### src/hdl/gcsr_pkg.sv
// ----------------------------------------------------------------------------
// gcsr_pkg: shared types and constants of the stripe replacement core
// Holds the transaction payload types, the mode codes and the parameter
// defaults used by the core and its slot store.
// ----------------------------------------------------------------------------
package gcsr_pkg;

    localparam int SLOTS_DEF      = 64;
    localparam int COUNT_BITS_DEF = 4;
    localparam int KEY_BITS_DEF   = 32;

    localparam int KEY_W     = 32;
    localparam int IDX_OUT_W = 6;

    localparam logic MODE_ACCESS = 1'b0;
    localparam logic MODE_NOTIFY = 1'b1;

    typedef struct packed {
        logic             mode;
        logic [KEY_W-1:0] stripe_key;
    } t_in_item;

    typedef struct packed {
        logic                 was_hit;
        logic [IDX_OUT_W-1:0] slot_index;
        logic                 did_evict;
        logic [KEY_W-1:0]     victim_key;
    } t_out_item;

endpackage

### src/hdl/gclock_stripe_replacement_core.sv
// ----------------------------------------------------------------------------
// gclock_stripe_replacement_core: generalized CLOCK stripe slot replacement
// Looks up a stripe key among the filled slots, bumps its usage counter on a
// hit, and on an access miss fills a free slot or sweeps the clock hand to
// pick and report a victim.
// ----------------------------------------------------------------------------
// A transaction is accepted at a rising edge with start high and busy low.
// Busy stays high until the result has been issued; each transaction gives
// exactly one result, shown on o_result for one cycle with o_done high.
// The receiver cannot stall, so o_done is never held back.
// The lookup scans the filled slots one per cycle through the registered
// read port of the slot store into a single tag compare in the core.
// When all slots are full, an access miss sweeps the clock hand to find a
// victim, taking up to SLOTS * (2^COUNT_BITS - 1) + 1 hand steps.
// The next transaction can be accepted in the cycle o_done is high.
// Reset empties all slots and parks the hand at slot zero;
// no clearing pass runs, since the fill count marks which slots hold data.
// ----------------------------------------------------------------------------
module gclock_stripe_replacement_core #(
    parameter int SLOTS      = gcsr_pkg::SLOTS_DEF,
    parameter int COUNT_BITS = gcsr_pkg::COUNT_BITS_DEF,
    parameter int KEY_BITS   = gcsr_pkg::KEY_BITS_DEF
) (
    input  logic                i_clk,
    input  logic                i_rst_n,
    input  logic                start,
    output logic                busy,
    input  gcsr_pkg::t_in_item  i_item,
    output logic                o_done,
    output gcsr_pkg::t_out_item o_result
);

    localparam int IDX_W = $clog2(SLOTS);
    localparam int FILL_W = IDX_W + 1;
    localparam int TAG_W = (KEY_BITS < gcsr_pkg::KEY_W) ? KEY_BITS : gcsr_pkg::KEY_W;
    localparam logic [FILL_W-1:0] SlotsFull = FILL_W'(SLOTS);
    localparam logic [IDX_W-1:0] LastSlot = IDX_W'(SLOTS - 1);
    localparam logic [COUNT_BITS-1:0] CountMax = {COUNT_BITS{1'b1}};

    typedef enum logic [1:0] {
        ST_IDLE,
        ST_LOOK,
        ST_MISS,
        ST_SWEEP
    } t_state;

    t_state                r_state, n_state;
    logic                  r_mode;
    logic [TAG_W-1:0]      r_key;
    logic [IDX_W-1:0]      r_idx, n_idx;
    logic [IDX_W-1:0]      r_hand, n_hand;
    logic [FILL_W-1:0]     r_fill, n_fill;
    logic                  r_done, n_done;
    gcsr_pkg::t_out_item   r_res, n_res;

    logic [IDX_W-1:0]      rd_addr;
    logic [TAG_W-1:0]      rd_tag;
    logic [COUNT_BITS-1:0] rd_cnt;
    logic                  wr_en;
    logic [IDX_W-1:0]      wr_addr;
    logic [TAG_W-1:0]      wr_tag;
    logic [COUNT_BITS-1:0] wr_cnt;
    logic [IDX_W-1:0]      idx_next;
    logic [IDX_W-1:0]      hand_next;
    logic                  accept;

    gcsr_slot_store #(
        .SLOTS      (SLOTS),
        .TAG_W      (TAG_W),
        .COUNT_BITS (COUNT_BITS)
    ) u_store (
        .i_clk     (i_clk),
        .i_rd_addr (rd_addr),
        .o_rd_tag  (rd_tag),
        .o_rd_cnt  (rd_cnt),
        .i_wr_en   (wr_en),
        .i_wr_addr (wr_addr),
        .i_wr_tag  (wr_tag),
        .i_wr_cnt  (wr_cnt)
    );

    assign accept    = start && !busy;
    assign idx_next  = r_idx + IDX_W'(1);
    assign hand_next = (r_hand == LastSlot) ? '0 : r_hand + IDX_W'(1);

    always_comb begin
        n_state = r_state;
        n_idx   = r_idx;
        n_hand  = r_hand;
        n_fill  = r_fill;
        n_done  = 1'b0;
        n_res   = '0;
        rd_addr = '0;
        wr_en   = 1'b0;
        wr_addr = r_idx;
        wr_tag  = rd_tag;
        wr_cnt  = rd_cnt;
        unique case (r_state)
            ST_IDLE: begin
                rd_addr = '0;
                if (accept) begin
                    n_idx   = '0;
                    n_state = (r_fill == '0) ? ST_MISS : ST_LOOK;
                end
            end
            ST_LOOK: begin
                rd_addr = idx_next;
                if (rd_tag == r_key) begin
                    wr_en    = 1'b1;
                    wr_addr  = r_idx;
                    wr_tag   = rd_tag;
                    wr_cnt   = (rd_cnt == CountMax) ? rd_cnt : rd_cnt + COUNT_BITS'(1);
                    n_done   = 1'b1;
                    n_res.was_hit    = 1'b1;
                    n_res.slot_index = gcsr_pkg::IDX_OUT_W'(r_idx);
                    n_state  = ST_IDLE;
                end else if (FILL_W'(r_idx) + FILL_W'(1) < r_fill) begin
                    n_idx = idx_next;
                end else begin
                    n_state = ST_MISS;
                end
            end
            ST_MISS: begin
                rd_addr = r_hand;
                if (r_mode == gcsr_pkg::MODE_NOTIFY) begin
                    n_done  = 1'b1;
                    n_state = ST_IDLE;
                end else if (r_fill < SlotsFull) begin
                    wr_en    = 1'b1;
                    wr_addr  = IDX_W'(r_fill);
                    wr_tag   = r_key;
                    wr_cnt   = '0;
                    n_fill   = r_fill + FILL_W'(1);
                    n_done   = 1'b1;
                    n_res.slot_index = gcsr_pkg::IDX_OUT_W'(r_fill);
                    n_state  = ST_IDLE;
                end else begin
                    n_state = ST_SWEEP;
                end
            end
            ST_SWEEP: begin
                rd_addr = hand_next;
                n_hand  = hand_next;
                wr_en   = 1'b1;
                wr_addr = r_hand;
                if (rd_cnt != '0) begin
                    wr_tag = rd_tag;
                    wr_cnt = rd_cnt - COUNT_BITS'(1);
                end else begin
                    wr_tag   = r_key;
                    wr_cnt   = '0;
                    n_done   = 1'b1;
                    n_res.slot_index = gcsr_pkg::IDX_OUT_W'(r_hand);
                    n_res.did_evict  = 1'b1;
                    n_res.victim_key = gcsr_pkg::KEY_W'(rd_tag);
                    n_state  = ST_IDLE;
                end
            end
            default: begin
                n_state = ST_IDLE;
            end
        endcase
    end

    always_ff @(posedge i_clk) begin
        if (!i_rst_n) begin
            r_state <= ST_IDLE;
            r_idx   <= '0;
            r_hand  <= '0;
            r_fill  <= '0;
            r_done  <= 1'b0;
        end else begin
            r_state <= n_state;
            r_idx   <= n_idx;
            r_hand  <= n_hand;
            r_fill  <= n_fill;
            r_done  <= n_done;
        end
        r_res <= n_res;
        if (accept) begin
            r_mode <= i_item.mode;
            r_key  <= i_item.stripe_key[TAG_W-1:0];
        end
    end

    assign busy     = (r_state != ST_IDLE);
    assign o_done   = r_done;
    assign o_result = r_res;

    a_done_only_idle: assert property (@(posedge i_clk) disable iff (!i_rst_n)
        r_done |-> (r_state == ST_IDLE))
        else $error("Result strobe raised while the sequencer is still working.");

    a_accept_goes_busy: assert property (@(posedge i_clk) disable iff (!i_rst_n)
        accept |=> busy)
        else $error("Accepted transaction did not make the block busy.");

    a_fill_bound: assert property (@(posedge i_clk) disable iff (!i_rst_n)
        r_fill <= SlotsFull)
        else $error("Fill count exceeds the number of slots.");

    a_evict_when_full: assert property (@(posedge i_clk) disable iff (!i_rst_n)
        (r_done && r_res.did_evict) |-> (r_fill == SlotsFull && !r_res.was_hit))
        else $error("Eviction reported while free slots remain or on a hit.");

    a_sweep_when_full: assert property (@(posedge i_clk) disable iff (!i_rst_n)
        (r_state == ST_SWEEP) |-> (r_fill == SlotsFull && r_mode == gcsr_pkg::MODE_ACCESS))
        else $error("Hand sweep started without a full slot set on an access.");

endmodule

### src/hdl/gcsr_slot_store.sv
// ----------------------------------------------------------------------------
// gcsr_slot_store: tag and usage counter storage
// One registered read port and one write port over the per-slot tag and
// usage counter arrays. Contents are undefined until written.
// ----------------------------------------------------------------------------
module gcsr_slot_store #(
    parameter int SLOTS      = gcsr_pkg::SLOTS_DEF,
    parameter int TAG_W      = gcsr_pkg::KEY_W,
    parameter int COUNT_BITS = gcsr_pkg::COUNT_BITS_DEF,
    localparam int IDX_W     = $clog2(SLOTS)
) (
    input  logic                  i_clk,
    input  logic [IDX_W-1:0]      i_rd_addr,
    output logic [TAG_W-1:0]      o_rd_tag,
    output logic [COUNT_BITS-1:0] o_rd_cnt,
    input  logic                  i_wr_en,
    input  logic [IDX_W-1:0]      i_wr_addr,
    input  logic [TAG_W-1:0]      i_wr_tag,
    input  logic [COUNT_BITS-1:0] i_wr_cnt
);

    logic [TAG_W-1:0]      r_tag_mem [SLOTS];
    logic [COUNT_BITS-1:0] r_cnt_mem [SLOTS];

    always_ff @(posedge i_clk) begin
        if (i_wr_en) begin
            r_tag_mem[i_wr_addr] <= i_wr_tag;
            r_cnt_mem[i_wr_addr] <= i_wr_cnt;
        end
        o_rd_tag <= r_tag_mem[i_rd_addr];
        o_rd_cnt <= r_cnt_mem[i_rd_addr];
    end

endmodule
### config.mk
export PLATFORM = sky130hd
export DESIGN_NAME = gclock_stripe_replacement_core
export DESIGN_NICKNAME = d
export VERILOG_FILES = /design/src/hdl/gcsr_pkg.sv /design/src/hdl/gclock_stripe_replacement_core.sv /design/src/hdl/gcsr_slot_store.sv
export SDC_FILE = /design/constraint.sdc
export NUM_CORES = 2
export LEC_CHECK = 0
export BUFFER_PORTS_ARGS = -buffer_cell sky130_fd_sc_hd__buf_4
export CAP_MARGIN = 15
export CORE_UTILIZATION = 40
export DETAILED_ROUTE_END_ITERATION = 6
export PLACE_DENSITY = 0.61
export SYNTH_ARGS = -nofsm -noshare
export SYNTH_HDL_FRONTEND = slang
export SYNTH_HIERARCHICAL = 1
export SYNTH_SLANG_ARGS = --single-unit
export TNS_END_PERCENT = 20
### constraint.sdc
create_clock -name i_clk -period 10.8 [get_ports i_clk]
set_clock_uncertainty 0.05 [all_clocks]
set_input_delay 2.16 -clock i_clk [delete_from_list [all_inputs] [get_ports i_clk]]
set_output_delay 2.16 -clock i_clk [all_outputs]
set_load 0.1 [all_outputs]
==> run_results.csv <==
group,metric,value,unit
run_status,status,"finished clean",
logic_synthesis,synth_cell_types,62,
timing,finalSetupViolations,0,
cts,postCtsHoldBufs,0,
setup_path,critical_path.endpoint,"u_store/o_rd_tag[1]$_DFF_P_",
pwr,max-vdd-ir-drop,139,µV
setup_path,crit_slowest_cell,"o221ai_4",
timing,rsz0062_at_grt,"false",
routing,via_per_inst,5.92,
timing,setup_ws,4.72,ns
final_layout,drive_above_1_share,0.270,
setup_path,worst_setup_path_start_kind,"flop",
setup_path,worstSetupPathType,"reg2reg",
logic_synthesis,syn_area_per_cell,21.8,µm²
place,port_buffers,77,
final_layout,area_delta_synth_final,13.4,%
setup_path,worstReg2RegEnd,"u_store/o_rd_tag[1]$_DFF_P_",
cts,clock-sinks,2435,
setup_path,worst-path-buf-inv,3,
logic_synthesis,synth_edf_count,2337,
place,gp_congestion,0.809,
setup_path,cpPeakStageDelay,0.85,ns
timing,fmax,164,MHz
routing,dr_total_vias,45684,
timing,hold_viol,0,
cts,cts.reportedPaths.clkPinSlew,0.06,ns
routing,first_iter_violations,5565,
die,ios,78,
die,fp.coreArea,0.230,mm²
cts,post_cts_buffers,0,
setup_path,crit_arrival,6.72,ns
global_routing,grt_pass1_wl,341000,µm
logic_synthesis,async_flop_share,0,
timing,fin_crit_sh,0.563,
die,die_w,484,µm
min_path,hold_depth,1,
logic_synthesis,ys_seq_area_frac,0.777,
die,num_rows,176,
routing,dr.pass1.iters,6,
cts,cts_inserted_buffers,228,
final_layout,fin_nets,4533,
setup_path,worst-path-stages,10,
global_routing,antenna_found_initial,5,
timing,tightestPinTransition,1.24,ns
die,dieHeight,484,µm
logic_synthesis,syn_nets,4315,
setup_path,cp_top_family,"compound AO/OA/AOI/OAI gates",
setup_path,rrSetupSlack,4.72,ns
pwr,power.leakage,31.9,nW
setup_path,critPathCaptureType,"flop",
routing,final_antenna_net_count,0,
global_routing,grt.total_usage,0.204,
min_path,hp-class,"reg2reg",
cts,cts_tree,"done",
routing,wirelength,242000,µm
flow_run,drv_cap,0,
place,dp_hpwl,124000,µm
pwr,power_per_cell_area,185,mW/mm²
setup_path,rr_worst_depth,10,
routing,drc,0,
setup_path,path_cells,"buf_4 -> and2_0 -> o21ai_0 -> o221ai_4 -> buf_12 -> buf_4 -> mux4_2 -> a22o_1 -> a221oi_1 -> a221oi_1",
setup_path,crit_fanout,77,
cts,clk_latency,0.88,ns
final_layout,multi_input_comb_area,0.0203,mm²
cts,htreeDepth,4,
setup_path,rr_startpoint,"r_state[1]$_SDFFE_PN0P_",
setup_path,crit_path_start,"r_state[1]$_SDFFE_PN0P_",
logic_synthesis,syn_area,0.0928,mm²
cts,ctsResizeCount,0,
timing,min_period,6.08,ns
place,place_ws,4.70,ns
timing,slew_viol_final,0,
routing,wl_per_cell,31.4,µm
final_layout,fill_cells,19041,
setup_path,cp.required,11.44,ns
die,die_area,0.234,mm²
logic_synthesis,synthCells,4267,
timing,tns,0,ns
final_layout,regArea,0.0721,mm²
global_routing,overflow,0,
timing,slew_headroom,0.175,
logic_synthesis,yosys_warnings,6,
cts,clk_path_buf_depth,3,
die,initial_core_util,0.403,
cts,cts_root_buf,"clkbuf_16",
global_routing,grt_max_degree,130,
logic_synthesis,synth-main-ff-cell,"edfxtp_1",
logic_synthesis,ys_ff_latch,2435,
global_routing,grt_pass1_vias,45381,
[report_power, final]
group	leakage, nW	total [W]	internal, W	switching, W
Clock	3.53	0.00780	0.00432	0.00347
Combinational	6.47	0.000901	0.000237	0.000664
Sequential	21.9	0.0108	0.0107	0.0000440
Total	31.9	0.0195	0.0153	0.00418
[placed cells by master (no fill, tap or decap), types with 66 or more instances in the layout]
master,count
a221oi_1,66
edfxtp_1,2337
nor2_4,67
clkbuf_1,67
clkbuf_16,231
dfxtp_1,97
o22ai_1,92
buf_4,215
nand2_1,125
mux4_2,562
[flip-flops by register name, indices dropped and copies added, names as in the netlist, 2 cells and up]
name,count
o_result,40
r_fill,7
r_hand,6
r_idx,6
r_key,32
r_state,2
u_store/o_rd_cnt,4
u_store/o_rd_tag,32
u_store/r_cnt_mem,256
u_store/r_tag_mem,2048
[worst reg2reg max path, cell delays in order, from the launching register on]
cell and delay (ns):
dfxtp_2 0.31, buf_4 0.51, and2_0 0.69, o21ai_0 0.47, o221ai_4 0.85, buf_12 0.54
buf_4 0.84, mux4_2 0.60, a22o_1 0.25, a221oi_1 0.59, a221oi_1 0.19
[per-stage QoR]
| stage | hold WS [ns] | power, W | util | instances | cell area, µm² |
|---|---|---|---|---|---|
| after global placement | 0.455 | 0.0118 | 0.426 | 7279 | 98000 |
| after floorplan | 0.423 | 0.0115 | - | 4267 | 92800 |
| after global routing | 0.478 | 0.0200 | 0.457 | 7710 | 105000 |
| final | 0.462 | 0.0195 | 0.457 | 7711 | 105000 |
| after CTS | 0.470 | 0.0196 | 0.457 | 7708 | 105000 |
| after detailed placement | 0.454 | 0.0119 | 0.426 | 7279 | 98000 |
[synth_stat cells, drive strengths merged, types with 2 or more instances]
library cell | count | share of area
nor2 | 133 | 0.0054
or2 | 2 | 0.00013
a32oi | 2 | 0.00019
a211oi | 25 | 0.0020
o21ai | 54 | 0.0029
or3b | 5 | 0.00047
mux2 | 36 | 0.0044
xnor2 | 6 | 0.00057
and3 | 7 | 0.00047
o2bb2ai | 2 | 0.00019
nor2b | 19 | 0.0013
a22o | 45 | 0.0042
and2 | 49 | 0.0033
a21o | 2 | 0.00016
a21oi | 62 | 0.0033
xor2 | 38 | 0.0036
clkbuf | 101 | 0.0043
nor3 | 5 | 0.00027
nand4 | 5 | 0.00034
a31oi | 3 | 0.00020
mux2i | 45 | 0.0049
o221ai | 19 | 0.0018
a21boi | 3 | 0.00024
mux4 | 562 | 0.14
o31ai | 9 | 0.00073
o211ai | 3 | 0.00024
a211o | 2 | 0.00019
or3 | 4 | 0.00032
edfxtp | 2337 | 0.76
o2111ai | 2 | 0.00019
nor4 | 9 | 0.00074
o21a | 4 | 0.00032
ha | 12 | 0.0016
a221o | 8 | 0.00086
nand3b | 6 | 0.00049
buf | 135 | 0.010
dfxtp | 98 | 0.021
a22oi | 51 | 0.0041
o22ai | 94 | 0.0063
nand2 | 126 | 0.0051
nand2b | 9 | 0.00061
nand3 | 31 | 0.0017
a221oi | 66 | 0.0062
inv | 21 | 0.00085
[routing by layer]
| layer | global-route usage | wire [µm] |
|---|---|---|
| met1 | 0.296 | 101000 |
| met2 | 0.318 | 114000 |
| met3 | 0.0351 | 20100 |
| met4 | 0.0573 | 6200 |
| met5 | 0 | 0 |
[worst min-delay path by stage]
| stage | slack (ns) | startpoint | endpoint |
|---|---|---|---|
| after floorplan | 0.42 | u_store/o_rd_tag[0]$_DFF_P_ | o_result[0]$_SDFF_PP0_ |
| after global placement | 0.45 | u_store/o_rd_tag[9]$_DFF_P_ | o_result[9]$_SDFF_PP0_ |
| after detailed placement | 0.45 | u_store/o_rd_tag[31]$_DFF_P_ | o_result[31]$_SDFF_PP0_ |
| after CTS | 0.47 | u_store/o_rd_tag[31]$_DFF_P_ | o_result[31]$_SDFF_PP0_ |
| after global routing | 0.48 | u_store/o_rd_tag[31]$_DFF_P_ | o_result[31]$_SDFF_PP0_ |
| final | 0.46 | u_store/o_rd_tag[31]$_DFF_P_ | o_result[31]$_SDFF_PP0_ |
[area by class of cell]
| type | instances | share of cell area |
|---|---|---|
| well taps | 3026 | 0.0360 |
| clock inverters | 113 | 0.00914 |
| diodes | 1 | 0.0000238 |
| inverters | 21 | 0.000749 |
| clock buffers | 316 | 0.0596 |
| repair buffers | 224 | 0.0171 |
| multi-input cells | 1575 | 0.192 |
| flip-flops and latches | 2435 | 0.685 |
[logic make-up after synthesis]
group           share of synthesized area
simple gates                       0.0210
fa+ha+maj                         0.00162
buf+inv                            0.0154
compound gates                     0.0352
mux                                 0.146
xor+xnor                          0.00415
flops                               0.777
(Power assumes the default switching activity.)
